--- config.mk ---
export PLATFORM = sky130hd
export DESIGN_NAME = msb_first_bit_packer
export DESIGN_NICKNAME = d
export VERILOG_FILES = /design/src/hw/rtl/bpk_pkg.sv /design/src/hw/rtl/msb_first_bit_packer.sv /design/src/hw/rtl/bpk_front.sv /design/src/hw/rtl/bpk_fifo.sv /design/src/hw/rtl/bpk_back.sv
export SDC_FILE = /design/constraint.sdc
export NUM_CORES = 1
export LEC_CHECK = 0
export BUFFER_PORTS_ARGS = -buffer_cell sky130_fd_sc_hd__buf_2
export CAP_MARGIN = 30
export CORE_AREA = 8 8 162 164
export CTS_CLUSTER_SIZE = 25
export DETAILED_ROUTE_END_ITERATION = 12
export DIE_AREA = 0 0 170 172
export PLACE_DENSITY = 0.73
export REMOVE_ABC_BUFFERS = 1
export SETUP_SLACK_MARGIN = 0.02
export SLEW_MARGIN = 0
export SYNTH_ARGS = -nofsm -noshare
export SYNTH_HDL_FRONTEND = slang
export SYNTH_SLANG_ARGS = --single-unit
--- constraint.sdc ---
create_clock -name clk_i -period 20.1 [get_ports clk_i]
set_input_delay 3.015 -clock clk_i [delete_from_list [all_inputs] [get_ports clk_i]]
set_output_delay 3.015 -clock clk_i [all_outputs]
set_load 0.1 [all_outputs]
--- src/hw/rtl/bpk_pkg.sv ---
package bpk_pkg;

  localparam int ValueBits    = 32;
  localparam int MaxFieldBits = 32;
  // effective count limit: the field width caps the clamp as well
  localparam logic [5:0] CountLimit =
      6'((MaxFieldBits < ValueBits) ? MaxFieldBits : ValueBits);

  localparam logic [16:0] CapacityReset = 17'h10000;
  localparam logic [7:0]  TopBit        = 8'h80;

  typedef enum logic [1:0] {
    CmdAppend  = 2'd0,
    CmdPad     = 2'd1,
    CmdRestart = 2'd2
  } cmd_e;

  // one unit of work for the output side: up to four bytes or a rejection
  typedef struct packed {
    logic [31:0] data;      // first byte in the top bits
    logic [2:0]  nbytes;    // 1 to 4
    logic [15:0] index;     // stream position of the first byte
    logic        rejected;
  } job_t;

endpackage

--- src/hw/rtl/msb_first_bit_packer.sv ---
// Channel | Dir | Transaction                | Payload
// s_axis  | in  | tvalid && tready           | tdata: value, count, pad fill; tuser: cmd
// m_axis  | out | tvalid && tready           | tdata: byte, index; tlast; tuser: reject
// cfg     | in  | cfg_valid_i && cfg_ready_o | cfg_data_i: capacity in bytes
//
// In the cycle an item is taken the front end updates the bit state and queues any job.
// The first result of an item passes the job queue and the back-end output register.
// The output side sends one byte per cycle unless m_axis stalls, up to four per append;
// sustained rate is bound by that byte-wide result channel.
// The two-entry job queue (head included while its bytes go out) absorbs two jobs;
// tready is low whenever the queue is full, until the back end pops the head job.
// Reset: empty stream, capacity 65536 bytes. No clearing pass.
module msb_first_bit_packer (
  input  logic        clk_i,
  input  logic        rst_ni,
  input  logic        s_axis_tvalid,
  output logic        s_axis_tready,
  // [31:0] field_value, [37:32] bit_count, [38] pad_with_ones, [39] zero
  input  logic [39:0] s_axis_tdata,
  // [1:0] command
  input  logic [1:0]  s_axis_tuser,
  output logic        m_axis_tvalid,
  input  logic        m_axis_tready,
  // [7:0] out_byte, [23:8] byte_index
  output logic [23:0] m_axis_tdata,
  output logic        m_axis_tlast,
  // [0] rejected
  output logic        m_axis_tuser,
  input  logic        cfg_valid_i,
  output logic        cfg_ready_o,
  input  logic [16:0] cfg_data_i
);
  import bpk_pkg::*;

  logic take;
  logic push, pop, empty, full;
  job_t job_in, job_head;
  logic [7:0]  out_byte;
  logic [15:0] out_index;

  assign cfg_ready_o   = 1'b1;
  assign s_axis_tready = !full;
  assign take          = s_axis_tvalid && !full;

  bpk_front u_front (
    .clk_i           (clk_i),
    .rst_ni          (rst_ni),
    .cfg_valid_i     (cfg_valid_i),
    .cfg_data_i      (cfg_data_i),
    .take_i          (take),
    .command_i       (s_axis_tuser),
    .field_value_i   (s_axis_tdata[31:0]),
    .bit_count_i     (s_axis_tdata[37:32]),
    .pad_with_ones_i (s_axis_tdata[38]),
    .push_o          (push),
    .job_o           (job_in)
  );

  bpk_fifo u_fifo (
    .clk_i   (clk_i),
    .rst_ni  (rst_ni),
    .push_i  (push),
    .wdata_i (job_in),
    .pop_i   (pop),
    .rdata_o (job_head),
    .empty_o (empty),
    .full_o  (full)
  );

  bpk_back u_back (
    .clk_i        (clk_i),
    .rst_ni       (rst_ni),
    .job_i        (job_head),
    .avail_i      (!empty),
    .pop_o        (pop),
    .valid_o      (m_axis_tvalid),
    .ready_i      (m_axis_tready),
    .out_byte_o   (out_byte),
    .byte_index_o (out_index),
    .last_o       (m_axis_tlast),
    .rejected_o   (m_axis_tuser)
  );

  assign m_axis_tdata = {out_index, out_byte};

endmodule

--- src/hw/rtl/bpk_front.sv ---
module bpk_front (
  input  logic          clk_i,
  input  logic          rst_ni,
  input  logic          cfg_valid_i,
  input  logic [16:0]   cfg_data_i,
  input  logic          take_i,
  input  logic [1:0]    command_i,
  input  logic [31:0]   field_value_i,
  input  logic [5:0]    bit_count_i,
  input  logic          pad_with_ones_i,
  output logic          push_o,
  output bpk_pkg::job_t job_o
);
  import bpk_pkg::*;

  logic [16:0] cap_q;
  logic [7:0]  partial_q, partial_d;
  logic [2:0]  pos_q, pos_d;
  logic [16:0] done_q, done_d;

  logic [5:0]  cnt;
  logic [31:0] mask;
  logic [5:0]  total;
  logic [5:0]  shamt;
  logic [39:0] merged;
  logic [2:0]  need_bytes;
  logic [17:0] need;
  logic        over;
  logic [2:0]  nfull;
  logic [7:0]  rest;
  logic [7:0]  pad_byte;

  always_comb begin
    cnt    = (bit_count_i > CountLimit) ? CountLimit : bit_count_i;
    mask   = 32'((33'd1 << cnt) - 33'd1);
    total  = {3'b000, pos_q} + cnt;
    shamt  = 6'd40 - total;
    merged = {partial_q, 32'h0} | ({8'h00, field_value_i & mask} << shamt);
    need_bytes = 3'((7'(total) + 7'd7) >> 3);
    need   = {1'b0, done_q} + 18'(need_bytes);
    over   = need > {1'b0, cap_q};
    nfull  = total[5:3];
    case (nfull)
      3'd0:    rest = merged[39:32];
      3'd1:    rest = merged[31:24];
      3'd2:    rest = merged[23:16];
      3'd3:    rest = merged[15:8];
      3'd4:    rest = merged[7:0];
      default: rest = 8'h00;
    endcase
    pad_byte = partial_q | (pad_with_ones_i ? (8'hFF >> pos_q) : 8'h00);
  end

  always_comb begin
    partial_d = partial_q;
    pos_d     = pos_q;
    done_d    = done_q;
    push_o    = 1'b0;
    job_o     = '{data: merged[39:8], nbytes: nfull, index: done_q[15:0], rejected: 1'b0};
    if (take_i) begin
      unique case (cmd_e'(command_i))
        CmdAppend: begin
          if (over) begin
            push_o = 1'b1;
            job_o  = '{data: 32'h0, nbytes: 3'd1, index: done_q[15:0], rejected: 1'b1};
          end else begin
            push_o    = nfull != 3'd0;
            partial_d = rest;
            pos_d     = total[2:0];
            done_d    = done_q + 17'(nfull);
          end
        end
        CmdPad: begin
          if (pos_q != 3'd0) begin
            push_o    = 1'b1;
            job_o     = '{data: {pad_byte, 24'h0}, nbytes: 3'd1, index: done_q[15:0],
                          rejected: 1'b0};
            partial_d = 8'h00;
            pos_d     = 3'd0;
            done_d    = done_q + 17'd1;
          end
        end
        CmdRestart: begin
          partial_d = 8'h00;
          pos_d     = 3'd0;
          done_d    = '0;
        end
        default: ;
      endcase
    end
  end

  always_ff @(posedge clk_i or negedge rst_ni) begin
    if (!rst_ni) begin
      cap_q     <= CapacityReset;
      partial_q <= 8'h00;
      pos_q     <= 3'd0;
      done_q    <= '0;
    end else begin
      if (cfg_valid_i) cap_q <= cfg_data_i;
      partial_q <= partial_d;
      pos_q     <= pos_d;
      done_q    <= done_d;
    end
  end

endmodule

--- src/hw/rtl/bpk_fifo.sv ---
module bpk_fifo (
  input  logic          clk_i,
  input  logic          rst_ni,
  input  logic          push_i,
  input  bpk_pkg::job_t wdata_i,
  input  logic          pop_i,
  output bpk_pkg::job_t rdata_o,
  output logic          empty_o,
  output logic          full_o
);
  import bpk_pkg::*;

  job_t       slot_q [2];
  logic       wptr_q, rptr_q;
  logic [1:0] cnt_q;

  assign rdata_o = slot_q[rptr_q];
  assign empty_o = cnt_q == 2'd0;
  assign full_o  = cnt_q == 2'd2;

  always_ff @(posedge clk_i) begin
    if (push_i) slot_q[wptr_q] <= wdata_i;
  end

  always_ff @(posedge clk_i or negedge rst_ni) begin
    if (!rst_ni) begin
      wptr_q <= 1'b0;
      rptr_q <= 1'b0;
      cnt_q  <= 2'd0;
    end else begin
      if (push_i) wptr_q <= ~wptr_q;
      if (pop_i)  rptr_q <= ~rptr_q;
      cnt_q <= cnt_q + 2'(push_i) - 2'(pop_i);
    end
  end

endmodule

--- src/hw/rtl/bpk_back.sv ---
module bpk_back (
  input  logic          clk_i,
  input  logic          rst_ni,
  input  bpk_pkg::job_t job_i,
  input  logic          avail_i,
  output logic          pop_o,
  output logic          valid_o,
  input  logic          ready_i,
  output logic [7:0]    out_byte_o,
  output logic [15:0]   byte_index_o,
  output logic          last_o,
  output logic          rejected_o
);
  import bpk_pkg::*;

  logic        ov_q;
  logic [1:0]  k_q;
  logic [7:0]  byte_q;
  logic [15:0] idx_q;
  logic        last_q, rej_q;
  logic        load;
  logic        at_end;
  logic [7:0]  sel_byte;

  assign load   = avail_i && (!ov_q || ready_i);
  assign at_end = {1'b0, k_q} == (job_i.nbytes - 3'd1);
  assign pop_o  = load && at_end;

  always_comb begin
    case (k_q)
      2'd0:    sel_byte = job_i.data[31:24];
      2'd1:    sel_byte = job_i.data[23:16];
      2'd2:    sel_byte = job_i.data[15:8];
      default: sel_byte = job_i.data[7:0];
    endcase
  end

  always_ff @(posedge clk_i) begin
    if (load) begin
      byte_q <= sel_byte;
      idx_q  <= job_i.index + 16'(k_q);
      last_q <= at_end;
      rej_q  <= job_i.rejected;
    end
  end

  always_ff @(posedge clk_i or negedge rst_ni) begin
    if (!rst_ni) begin
      ov_q <= 1'b0;
      k_q  <= 2'd0;
    end else begin
      if (load) begin
        ov_q <= 1'b1;
        k_q  <= at_end ? 2'd0 : k_q + 2'd1;
      end else if (ready_i) begin
        ov_q <= 1'b0;
      end
    end
  end

  assign valid_o      = ov_q;
  assign out_byte_o   = byte_q;
  assign byte_index_o = idx_q;
  assign last_o       = last_q;
  assign rejected_o   = rej_q;

endmodule

Word-level counts from Yosys, hierarchy flattened
Memory sizes are Yosys's and may differ from the RTL's.
Index checks and enable logic that the tools add are counted.
{"block": "word_totals", "mem_bits_rw": 104, "mem_count": 1, "output_inout_bits": 29, "in_bits": 64, "ff_bits": 78}
{"memory": "u_fifo.slot_q", "words": 2, "word_bits": 52, "rd": 1, "rd_ports_with_merged_regs": 0, "wr": 1, "line": "bpk_fifo.sv:13", "text": "job_t slot_q [2];"}
{"block": "classes", "add_sub_neg": 12, "shifts": 3, "reduce_logical": 16, "n_bitwise": 5, "muxes": 26, "n_lt_le_gt_ge": 2, "eq_ne": 12}
{"operator": "$mux W52", "n": 3}
{"operator": "$pmux W52 S2", "n": 1}
{"operator": "$pmux W17 S3", "n": 1}
{"operator": "$pmux W8 S3", "n": 2}
{"operator": "$or A40 B40 Y40", "n": 1}
{"operator": "$pmux W8 S5", "n": 1}
{"operator": "$shl A32 B6 Y40", "n": 1}
{"operator": "$mux W17", "n": 2}
{"operator": "$and A32 B32 Y32", "n": 1}
{"operator": "$shl A1 B6 Y32 const A", "n": 1}
{"operator": "$sub A32 B1 Y32 const B", "n": 1}
{"operator": "$mux W8", "n": 3}
{"operator": "$add A17 B3 Y18", "n": 1}
{"operator": "$gt A18 B17 Y1", "n": 1}
{"operator": "$add A17 B1 Y17 const B", "n": 1}
{"operator": "$add A17 B3 Y17", "n": 1}
{"operator": "$add A16 B2 Y16", "n": 1}
{"operator": "$pmux W3 S3", "n": 1}
{"operator": "$reduce_bool A3 Y1", "n": 3}
{"operator": "$or A8 B8 Y8", "n": 1}
{"operator": "$shr A8 B3 Y8 const A", "n": 1}
{"operator": "$mux W1", "n": 7}
{"operator": "$add A3 B6 Y6", "n": 1}
{"operator": "$add A6 B3 Y6 const B", "n": 1}
{"operator": "other kinds (26)", "n": 38}

Logic depth before layout (Yosys ltp)
Gate-level depths: netlist (run 1).
{"block": "depth", "ltp_word": 11, "depth_mapped": 38}

Cells and area by module
From an unflattened synthesis (run 1), not the netlist that was laid out.
{"block": "unflattened", "cells_unflattened": 1341, "hier_area_um2": 13165.1}
{"mod": "bpk_front", "n_inst": 1, "area_per_inst_um2": 7389.6, "seq_area_each_um2": 1127.3, "cells_each": 1040}
{"mod": "bpk_fifo", "n_inst": 1, "area_per_inst_um2": 4200.3, "seq_area_each_um2": 3223.1, "cells_each": 177}
{"mod": "bpk_back", "n_inst": 1, "area_per_inst_um2": 1550.2, "seq_area_each_um2": 855.8, "cells_each": 119}
{"mod": "msb_first_bit_packer", "n_inst": 1, "area_per_inst_um2": 25.0, "seq_area_each_um2": 0.0, "cells_each": 5}

Worst setup path after synthesis (run 1)
No wires, ideal clock.
{"block": "synth_timing", "path_kind": "input -> register", "from": "in s_axis_tdata[37]", "to": "mem u_fifo.slot_q[1][0] in the netlist's numbering (enable)", "path_slack_ps": 8276, "cell_stages": 33, "path_buffers": 9, "arrival_ps": 11356, "path_cell_list": "buf_2 -> buf_4 -> buf_2 -> buf_2 -> nor2b_1 -> ha_1 -> inv_1 -> clkbuf_1 -> clkbuf_1 -> buf_1 -> ha_1 -> and2_1 -> a21oi_1 -> o32ai_1 -> or2_1 -> clkinv_1 -> buf_1 -> buf_1 -> fa_1 -> nor2b_1 -> o21a_1 -> nand2_1 -> xnor2_1 -> ha_1 -> nand3_1 -> or3_1 -> o2111ai_1 -> o311a_1 -> nor2_1 -> o21a_1 -> a21oi_1 -> nor2_1 -> nor2b_1"}
{"block": "synth_via", "elab_chain_cells": 11, "word_cells_on_any_way": 12, "classes_between": "add/sub: 3; order compare: 2; mux: 6; reduce/logical: 1"}
{"item": "start, declared", "line": "msb_first_bit_packer.sv:19", "text": "input logic [39:0] s_axis_tdata,"}
{"item": "$gt A6 B6 Y1", "line": "bpk_front.sv:34", "text": "cnt = (bit_count_i > CountLimit) ? CountLimit : bit_count_i;"}
{"item": "$mux W6 *", "line": "bpk_front.sv:34"}
{"item": "$add A3 B6 Y6 *", "line": "bpk_front.sv:36", "text": "total = {3'b000, pos_q} + cnt;"}
{"item": "$add A6 B3 Y6", "line": "bpk_front.sv:39", "text": "need_bytes = 3'((7'(total) + 7'd7) >> 3);"}
{"item": "$add A17 B3 Y18", "line": "bpk_front.sv:40", "text": "need = {1'b0, done_q} + 18'(need_bytes);"}
{"item": "$gt A18 B17 Y1", "line": "bpk_front.sv:41", "text": "over = need > {1'b0, cap_q};"}
{"item": "$mux W1 *", "line": "bpk_front.sv:63", "text": "if (over) begin"}
{"item": "$pmux W1 S2 *", "line": "bpk_front.sv:61", "text": "unique case (cmd_e'(command_i))"}
{"item": "$mux W1 *", "line": "bpk_front.sv:60", "text": "if (take_i) begin"}
{"item": "$mux W1 *", "line": "bpk_fifo.sv:22", "text": "if (push_i) slot_q[wptr_q] <= wdata_i;"}
{"item": "$mux W1 (implied by the code) *", "line": "bpk_fifo.sv:22"}
{"item": "end, declared", "line": "bpk_fifo.sv:13"}
Every way passes the cells marked *; elsewhere a longest branch is shown, timed or not.

==> results of run 1 <==
-- logic make-up after synthesis --
logic type,Yosys count,share of synthesized area
AO/OA/AOI/OAI,409,0.231
XOR/XNOR,48,0.0351
adder cells (fa/ha/maj),45,0.0464
buffers and inverters,153,0.0496
flip-flops,182,0.407
multiplexers,57,0.0563
other,1,0.000293
AND/OR/NAND/NOR,446,0.174
-- cell type report --
cell class,count,area (sq um),share of cell area
Inverter,64,240,0.0171
Timing Repair Buffer,107,611,0.0434
Multi-Input combinational cell,1006,6980,0.496
Clock inverter,15,208,0.0148
Sequential cell,182,5210,0.370
Tap cell,324,405,0.0288
Clock buffer,17,425,0.0302
-- power groups by stage --
| stage | Sequential, mW | Clock [mW] | Combinational, mW |
|---|---|---|---|
| after floorplan | 0.806 | 0 | 1.00 |
| after global placement | 0.622 | 0 | 1.60 |
| after detailed placement | 0.613 | 0 | 1.64 |
| after CTS | 0.605 | 0.352 | 1.65 |
| after global routing | 0.615 | 0.365 | 1.80 |
| final | 0.606 | 0.346 | 1.68 |
-- registers in the layout (all words and copies together) (netlist names), 2 cells and up --
register and count:
u_back.byte_index_o 16, u_back.k_q 2, u_back.out_byte_o 8, u_fifo.cnt_q 2
u_fifo.slot_q 104, u_front.cap_q 17, u_front.done_q 17, u_front.partial_q 8
u_front.pos_q 3
-- metal layers --
metal,track usage,up-vias,routed length (um)
li1,-,5187,-
met1,0.331,5190,15400
met2,0.372,510,15700
met3,0.0326,60,2500
met4,0.0805,0,906
met5,0,-,0
-- layout by cell type (no fill, tap or decap), types with 11 or more instances in the layout --
master and instances:
a211o_1 13, a211oi_1 18, a21o_1 17, a21oi_1 69
a222oi_1 16, a32oi_1 15, and2_1 13, buf_2 90
buf_4 15, clkbuf_16 17, dfrtp_1 50, edfxtp_1 130
ha_1 40, inv_1 62, mux2i_1 36, mux4_2 11
nand2_1 120, nand2b_1 19, nand3_1 31, nand4_1 17
nor2_1 113, nor2b_1 35, nor3_1 25, o211ai_1 25
o21ai_0 79, o31ai_1 17, or3_1 17, xnor2_1 28
xor2_1 18
-- critical path: cells and delay by family --
kind                     cells  cell delay [ns]
XOR/XNOR                     1             0.18
AO/OA/AOI/OAI                9             2.32
buffers and inverters        5             0.94
adder cells (fa/ha/maj)      4             1.51
AND/OR/NAND/NOR              9             2.42
-- per-stage QoR --
step,util,hold WS [ns]
after floorplan,-,0.461
after global placement,0.562,0.475
after detailed placement,0.564,0.477
after CTS,0.591,0.495
after global routing,0.591,0.527
final,0.591,0.486
-- worst max-delay path by stage --
stage | endpoint | slack [ns]
floorplan | u_fifo.slot_q[1][0]$_DFFE_PP_ | 7.80
global placement | u_fifo.slot_q[0][38]$_DFFE_PP_ | 9.56
detailed placement | u_fifo.slot_q[0][38]$_DFFE_PP_ | 9.48
CTS | u_fifo.slot_q[1][33]$_DFFE_PP_ | 9.91
global route | u_fifo.slot_q[1][38]$_DFFE_PP_ | 9.35
finish | u_fifo.slot_q[1][33]$_DFFE_PP_ | 9.80
==> summary.md, run 1 <==
| Metric | Value |
|---|---|
| Ys Warns | 0 |
| Clk root buf | clkbuf_16 |
| Largest net degree at the start of global routing | 61 |
| Grt ovf | 0 |
| Non-Filler Instances | 1715 |
| Synthesized area | 12800 sq um |
| Final-report max-slew violation count | 0 |
| CP endpoint kind | flip-flop |
| EDFF count, synth | 130 |
| CP startpoint kind | primary input |
| Total routed wirelength | 34500 um |
| CTS Buffer Depth | 2 |
| Starting Density | 0.537 |
| Initial antenna violation count | 0 |
| Combinational group share of total power | 0.639 |
| Synth top area share | 0.305 |
| Reg2reg path depth | 25 |
| H-Tree Depth | 4 |
| Fill cell count | 2112 |
| Reg-to-Reg Start | u_front.pos_q[0]$_DFFE_PN0P_ |
| Overall Global Routing Usage | 0.236 |
| Crit. Startpoint | s_axis_tdata[37] |
| Cells after Synth | 1341 |
| IO buf count | 90 |
| WS Path Type | primary input to flip-flop |
| Synth-to-layout area growth | 10.0% |
| Die area | 29200 sq um |
| Share of cells above drive strength 1 | 0.141 |
| Post_cts resized | 0 |
| # setup viols final | 0 |
| Via count | 10900 |
| Part of the cycle the worst path needs | 0.512 |
| Worst hold path stage count | 2 |
| Post-Route Setup TNS | 0 ns |
| Reg2Reg Setup Slack | 12.34 ns |
| # placed instances | 1683 |
| Worst skew pair latency | 0.44 ns |
| Place WS | 9.48 ns |
| GPL Wtd Cong | 0.966 |
| Leak | 5.43 nW |
| Sequential share of power | 0.230 |
| Max IR drop VDD | 0.186 mV |
| Top-count cell post-synth | edfxtp_1 |
| First-pass GRT wire length | 55500 um |
| Worst-path cell with the longest stage delay | or2_1 |
| Top post-synthesis cells by area | edfxtp_1 (31%), dfrtp_1 (10%), ha_1 (4.0%) |
| PD cells | 187 nW/um^2 |
| Most frequent cells after synthesis | edfxtp_1 (130), nand2_1 (120), nor2_1 (114) |
| RSZ-0062 raised after global routing | no |
| Maxcap violations | 0 |
| Max stage delay on crit path | 0.67 ns |
| First drt pass iteration count | 7 |
| # hold bufs at CTS | 0 |
| Tmin final | 10.30 ns |
| P_int | 1.26 mW |
| Initial DRC count | 1114 |
| Rel. slew slack | 0.359 |
| Design Power | 2.63 mW |
| Placement Cell Area | 13400 sq um |
| R2R Path End | u_fifo.slot_q[1][33]$_DFFE_PP_ |
| Net Sw Frac | 0.520 |
| Mapped Avg Cell Area | 9.54 sq um |
| Vias in the first global route | 10300 |
| Die Span Y | 172 um |
| Distinct cells, synth | 98 |
| Main synth FF type | edfxtp_1 |
| Clk network pwr share | 0.131 |
| Hold Crit Class | flip-flop to flip-flop |
| Setup bufs post-CTS | 0 |
| Clock-pin transition on the worst setup and hold timing paths | 0.07 ns |
| Final hold vios | 0 |
| Remaining antenna violation count | 0 |
| Data arrival, critical path | 10.42 ns |
| Final Instance Area | 14100 sq um |
| Worst-Margin Slew | 0.962 ns |
| Rows | 57 |
| Worst Path Required | 20.23 ns |
| # diodes | 0 |
| Register area share after synthesis | 0.407 |
| Outcome | finished clean |
| Clock sink count | 182 |
| End of the worst hold path | u_back.valid_o$_DFFE_PN0P_ |
| Maximum fanout along the worst path | 53 |
| HP Start | u_back.valid_o$_DFFE_PN0P_ |
| Area leader, netlist | edfxtp_1 |
| Async S/R FF share, synth | 0.286 |
| Psw | 1.37 mW |
| Achievable Freq | 0.0971 GHz |
| Final worst slack | 9.80 ns |
| Num CTS Buffers | 17 |
| Core region area | 23800 sq um |
| Chip Width | 170 um |
| I/O pin total | 93 |
| Flops & latches, synth | 182 |
| TritonCTS clock tree | yes |
| Hpwl dp | 25200 um |
| DR WL/cell | 20.1 um |
| Via-per-instance ratio | 6.38 |
| DRC | 0 |
| Clk_skew | 0.0285 ns |
| Layout Nets | 1487 |
(Power assumes the default switching activity.)
==> run 2, diff against run 1 <==
==> constraint.sdc (replaced) <==
create_clock -name clk_i -period 10.2 [get_ports clk_i]
set_input_delay 1.53 -clock clk_i [delete_from_list [all_inputs] [get_ports clk_i]]
set_output_delay 1.53 -clock clk_i [all_outputs]
set_load 0.1 [all_outputs]
==> run 2 against run 1 <==
Effect of this change: critical path depth unchanged; sequential share of layout area fell by 0.072 points; flip-flop and latch count unchanged; sequential power increased by 98%; core utilization increased by 0.12 points; setup slack got worse by 7.7 ns; power up 97%.
==> summary.md, run 2 (synthesis results as in run 1) <==
| Metric | Value |
|---|---|
| Max IR drop VDD | 0.371 mV |
| Setup bufs post-CTS | 0 |
| Starting Density | 0.537 |
| Top reg by flops | u_fifo.slot_q |
| Fill cell count | 2102 |
| Worst hold path stage count | 2 |
| Layout Nets | 1493 |
| H-Tree Depth | 4 |
| Tmin final | 8.05 ns |
| Reg2reg path depth | 26 |
| RSZ-0062 raised after global routing | no |
| Core region area | 23800 sq um |
| Maximum fanout along the worst path | 26 |
| CP delay by family, top | compound AO/OA/AOI/OAI gates |
| Remaining antenna violation count | 0 |
| CP startpoint kind | primary input |
| Synth-to-layout area growth | 10.3% |
| PD cells | 368 nW/um^2 |
| I/O pin total | 93 |
| Initial DRC count | 1176 |
| Die Span Y | 172 um |
| First-pass GRT wire length | 56100 um |
| First drt pass iteration count | 7 |
| Chip Width | 170 um |
| Register area | 5210 sq um |
| CTS Buffer Depth | 2 |
| IO buf count | 90 |
| Post_cts resized | 0 |
| Clk root buf | clkbuf_16 |
| Commonest non-fill, non-tap cells in the layout | edfxtp_1 (130), nand2_1 (120), nor2_1 (113) |
| Clk_skew | 0.0142 ns |
| Maxcap violations | 0 |
| WS Path Type | primary input to flip-flop |
| Rows | 57 |
| # hold bufs at CTS | 0 |
| Worst hold margin | 0.496 ns |
| Data arrival, critical path | 8.24 ns |
| Commonest non-fill, non-tap cell in the layout | edfxtp_1 |
| Crit path depth | 28 |
| Final hold vios | 0 |
| Overall Global Routing Usage | 0.240 |
| CP most frequent cell | o21a_1 |
| Via count | 11100 |
| GPL Wtd Cong | 0.964 |
| Leak | 5.45 nW |
| Clock sink count | 182 |
| Area of the multi-input gates | 6980 sq um |
| Worst-Margin Slew | 0.893 ns |
| CP bufs+invs | 4 |
| # setup viols final | 0 |
| Vias in the first global route | 10300 |
| Outcome | finished clean |
| Largest net degree at the start of global routing | 59 |
| Largest regs | u_fifo.slot_q (104), u_front.cap_q (17), u_front.done_q (17) |
| Total routed wirelength | 35200 um |
| Num CTS Buffers | 17 |
| TritonCTS clock tree | yes |
| Achievable Freq | 0.124 GHz |
| Die area | 29200 sq um |
| Part of the cycle the worst path needs | 0.789 |
| Worst Path Required | 10.39 ns |
| Grt ovf | 0 |
| Max stage delay on crit path | 0.56 ns |
| Max reg flops | 104 |
| Design Power | 5.20 mW |
| DRC | 0 |
| Initial antenna violation count | 0 |
| Worst-path cell with the longest stage delay | a211oi_1 |
| Final-report max-slew violation count | 0 |
| CP endpoint kind | flip-flop |
| Via-per-instance ratio | 6.42 |
| Hpwl dp | 25800 um |
| Worst skew pair latency | 0.44 ns |
| Share of cells above drive strength 1 | 0.145 |
| Hold Crit Class | flip-flop to flip-flop |
| Clock-pin transition on the worst setup and hold timing paths | 0.07 ns |
| Rel. slew slack | 0.397 |
| # diodes | 0 |
| DR WL/cell | 20.5 um |
-- run 2: per-stage QoR --
step	cells	area (sq um)	setup TNS, ns	utilization	setup slack [ns]
after CTS	1721	14100	0	0.592	2.20
after detailed placement	1689	13500	0	0.567	1.77
after floorplan	1252	12400	-55.56	-	-0.612
after global routing	1721	14100	0	0.592	1.66
final	1721	14100	0	0.592	2.15
after global placement	1687	13500	0	0.565	1.83
-- run 2: power breakdown --
| part | switching [mW] | internal (mW) |
|---|---|---|
| clock | 0.322 | 0.331 |
| combinational | 2.27 | 1.07 |
| sequential | 0.112 | 1.09 |
| total | 2.71 | 2.49 |
-- run 2: layout make-up --
type / instances / share of cell area
Inverter: 64 / 0.0170
Clock inverter: 15 / 0.0126
Tap cell: 324 / 0.0287
Timing Repair Buffer: 113 / 0.0474
Clock buffer: 17 / 0.0302
Sequential cell: 182 / 0.369
Multi-Input combinational cell: 1006 / 0.495
-- run 2: worst reg2reg max path, stage by stage, from the launching register on --
cell      delay (ns)
dfrtp_1         0.53
ha_2            0.27
inv_1           0.06
fa_1            0.50
nand2b_1        0.22
a211o_1         0.39
a21o_1          0.34
o32ai_1         0.18
or2_1           0.19
clkinv_1        0.07
buf_4           0.23
fa_1            0.46
nor2b_1         0.13
o21a_1          0.22
nand2_1         0.15
nor2_1          0.16
xor2_1          0.18
ha_1            0.26
o21a_1          0.20
a211oi_1        0.22
o21ai_0         0.11
o311a_1         0.17
nor2_1          0.11
o21a_1          0.25
a221oi_1        0.13
nand2b_1        0.52
a211oi_1        0.57
-- run 2: final timing paths --
| path | startpoint | endpoint | slack [ns] |
|---|---|---|---|
| setup / recovery | s_axis_tdata[32] | u_fifo.slot_q[1][38]$_DFFE_PP_ | 2.15 |
| hold / removal | u_back.valid_o$_DFFE_PN0P_ | u_back.valid_o$_DFFE_PN0P_ | 0.50 |
| setup reg to reg | u_front.pos_q[0]$_DFFE_PN0P_ | u_fifo.slot_q[1][38]$_DFFE_PP_ | 3.16 |
| hold reg to reg | u_back.valid_o$_DFFE_PN0P_ | u_back.valid_o$_DFFE_PN0P_ | 0.50 |
| max in group asynchronous | rst_ni | u_front.cap_q[1]$_DFFE_PN0P_ | 8.45 |
| min in group asynchronous | rst_ni | u_fifo.rptr_q$_DFFE_PN0P_ | 1.21 |
-- run 2: per-layer routing --
layer  up-vias  GRT usage  routed length [um]
li1       5206          -                   -
met1      5216      0.336               15500
met2       563      0.373               16000
met3        65     0.0326                2720
met4         0     0.0976                1030
met5         -          0                   0
==> run 3, diff against run 2 <==
==> constraint.sdc (replaced) <==
create_clock -name clk_i -period 8.4 [get_ports clk_i]
set_input_delay 1.26 -clock clk_i [delete_from_list [all_inputs] [get_ports clk_i]]
set_output_delay 1.26 -clock clk_i [all_outputs]
set_load 0.1 [all_outputs]
==> run 3 against run 2 <==
Effect of this change: clock skew up 0.0032 ns; setup slack worse by 1.2 ns; critical path depth up 3; count of clock-buffer cells in the layout unchanged; global-route usage up 0.37 points; sequential share of layout area down 0.21 points; core utilization up 0.34 points; non-clock buffer count up 7; clock power up 27%; combinational power up 21%; worst hold slack worse by 0.0052 ns; critical endpoint is now u_fifo.cnt_q[1]$_DFF_PN0_; largest cell class unchanged; highest routed layer unchanged.
==> summary.md, run 3 (synthesis results as in run 1) <==
| Metric | Value |
|---|---|
| Outcome | finished clean |
| Chip Width | 170 um |
| Data arrival, critical path | 7.84 ns |
| Largest regs | u_fifo.slot_q (104), u_front.cap_q (17), u_front.done_q (17) |
| WS Path Type | primary input to flip-flop |
| Top reg by flops | u_fifo.slot_q |
| Reg2reg path depth | 28 |
| # hold bufs at CTS | 0 |
| Largest net degree at the start of global routing | 56 |
| Worst Path Required | 8.75 ns |
| Maximum fanout along the worst path | 17 |
| Setup bufs post-CTS | 0 |
| Fill cell count | 2085 |
| Part of the cycle the worst path needs | 0.891 |
| Remaining antenna violation count | 0 |
| Core region area | 23800 sq um |
| Starting Density | 0.537 |
| # setup viols final | 0 |
| Clock-pin transition on the worst setup and hold timing paths | 0.08 ns |
| Reg2Reg Setup Slack | 1.53 ns |
| Worst-path cell with the longest stage delay | nor2_1 |
| Max stage delay on crit path | 0.53 ns |
| Via-per-instance ratio | 6.44 |
| Die area | 29200 sq um |
| Initial DRC count | 1239 |
| Place WS | 0.559 ns |
| Final worst slack | 0.918 ns |
| TritonCTS clock tree | yes |
| Post_cts resized | 0 |
| Final Instance Area | 14200 sq um |
| Hold Crit Class | flip-flop to flip-flop |
| HP Start | u_back.valid_o$_DFFE_PN0P_ |
| Via count | 11100 |
| Achievable Freq | 0.134 GHz |
| Vias in the first global route | 10700 |
| Synth-to-layout area growth | 10.9% |
| Rel. slew slack | 0.340 |
| Worst-Margin Slew | 0.990 ns |
| Non-Filler Instances | 1728 |
| PD cells | 447 nW/um^2 |
| IO buf count | 90 |
| Total routed wirelength | 35600 um |
| Num CTS Buffers | 17 |
| Final hold vios | 0 |
| Max IR drop VDD | 0.380 mV |
| Final-report max-slew violation count | 0 |
| # diodes | 0 |
| Leak | 5.50 nW |
| Crit. Startpoint | s_axis_tdata[37] |
| Layout Utilization | 0.596 |
| Commonest non-fill, non-tap cell in the layout | edfxtp_1 |
| Die Span Y | 172 um |
| Maxcap violations | 0 |
| RSZ-0062 raised after global routing | no |
| Clock sink count | 182 |
| Post-Route Setup TNS | 0 ns |
| CP startpoint kind | primary input |
| CTS Buffer Depth | 2 |
| Reg-to-Reg Start | u_front.pos_q[1]$_DFFE_PN0P_ |
| Worst hold path stage count | 2 |
| H-Tree Depth | 4 |
| Hpwl dp | 26400 um |
| DR WL/cell | 20.6 um |
| First drt pass iteration count | 8 |
| Overall Global Routing Usage | 0.244 |
| Tmin final | 7.48 ns |
| Layout Nets | 1500 |
| I/O pin total | 93 |
| # placed instances | 1696 |
| CP endpoint kind | flip-flop |
| R2R Path End | u_fifo.cnt_q[1]$_DFF_PN0_ |
| Max reg flops | 104 |
| Placement Cell Area | 13600 sq um |
| Grt ovf | 0 |
| Worst skew pair latency | 0.44 ns |
| Rows | 57 |
| End of the worst hold path | u_back.valid_o$_DFFE_PN0P_ |
| Commonest non-fill, non-tap cells in the layout | edfxtp_1 (130), nand2_1 (120), nor2_1 (113) |
| Initial antenna violation count | 0 |
| GPL Wtd Cong | 0.949 |
| Clk root buf | clkbuf_16 |
| Share of cells above drive strength 1 | 0.149 |
| First-pass GRT wire length | 57200 um |
| DRC | 0 |
| Clk_skew | 0.0174 ns |
run 3: cell count changes in the layout (fill, tap and decap cells not counted), sizes merged:
cell      before  now
inv           69   71
clkinvlp       2    0
buf          113  120
run 3: power breakdown:
group / internal (mW) / switching (mW)
combinational: 1.31 / 2.74
sequential: 1.32 / 0.143
clock: 0.416 / 0.415
run 3: cell type report:
cell class	count	area, sq um	share of cell area
multi-input combinational	1006	6980	0.492
sequential	182	5210	0.367
timing repair buffer	120	716	0.0504
clock buffer	17	425	0.0300
tap	324	405	0.0286
inverter	64	240	0.0169
clock inverter	15	210	0.0148
run 3: worst max-delay path by stage:
stage                                          to  slack, ns  depth (start not counted)
finish                  u_fifo.cnt_q[1]$_DFF_PN0_       0.92                         31
global route            u_fifo.cnt_q[1]$_DFF_PN0_       0.47                         31
CTS                     u_fifo.cnt_q[1]$_DFF_PN0_       0.98                         29
detailed placement      u_fifo.cnt_q[1]$_DFF_PN0_       0.56                         29
global placement        u_fifo.cnt_q[1]$_DFF_PN0_       0.72                         30
floorplan           u_fifo.slot_q[1][0]$_DFFE_PP_      -2.14                         24
run 3: critical path, delay by kind of cell:
family	cells	cell delay [ns]
AO/OA/AOI/OAI	9	1.94
adder cells (fa/ha/maj)	6	1.94
AND/OR/NAND/NOR	9	1.82
buffers and inverters	4	0.44
XOR/XNOR	3	0.45
run 3: stage by stage:
| stage | hold slack (ns) | power (mW) |
|---|---|---|
| floorplan | 0.461 | 4.33 |
| global placement | 0.475 | 5.35 |
| detailed placement | 0.480 | 5.44 |
| CTS | 0.499 | 6.29 |
| global route | 0.543 | 6.71 |
| finish | 0.491 | 6.34 |
run 3: routing by layer:
layer	up-vias	GRT usage	wire length (um)
met2	544	0.390	16300
li1	5218	-	-
met3	82	0.0347	2700
met4	0	0.101	1280
met1	5279	0.330	15300
met5	-	0	0
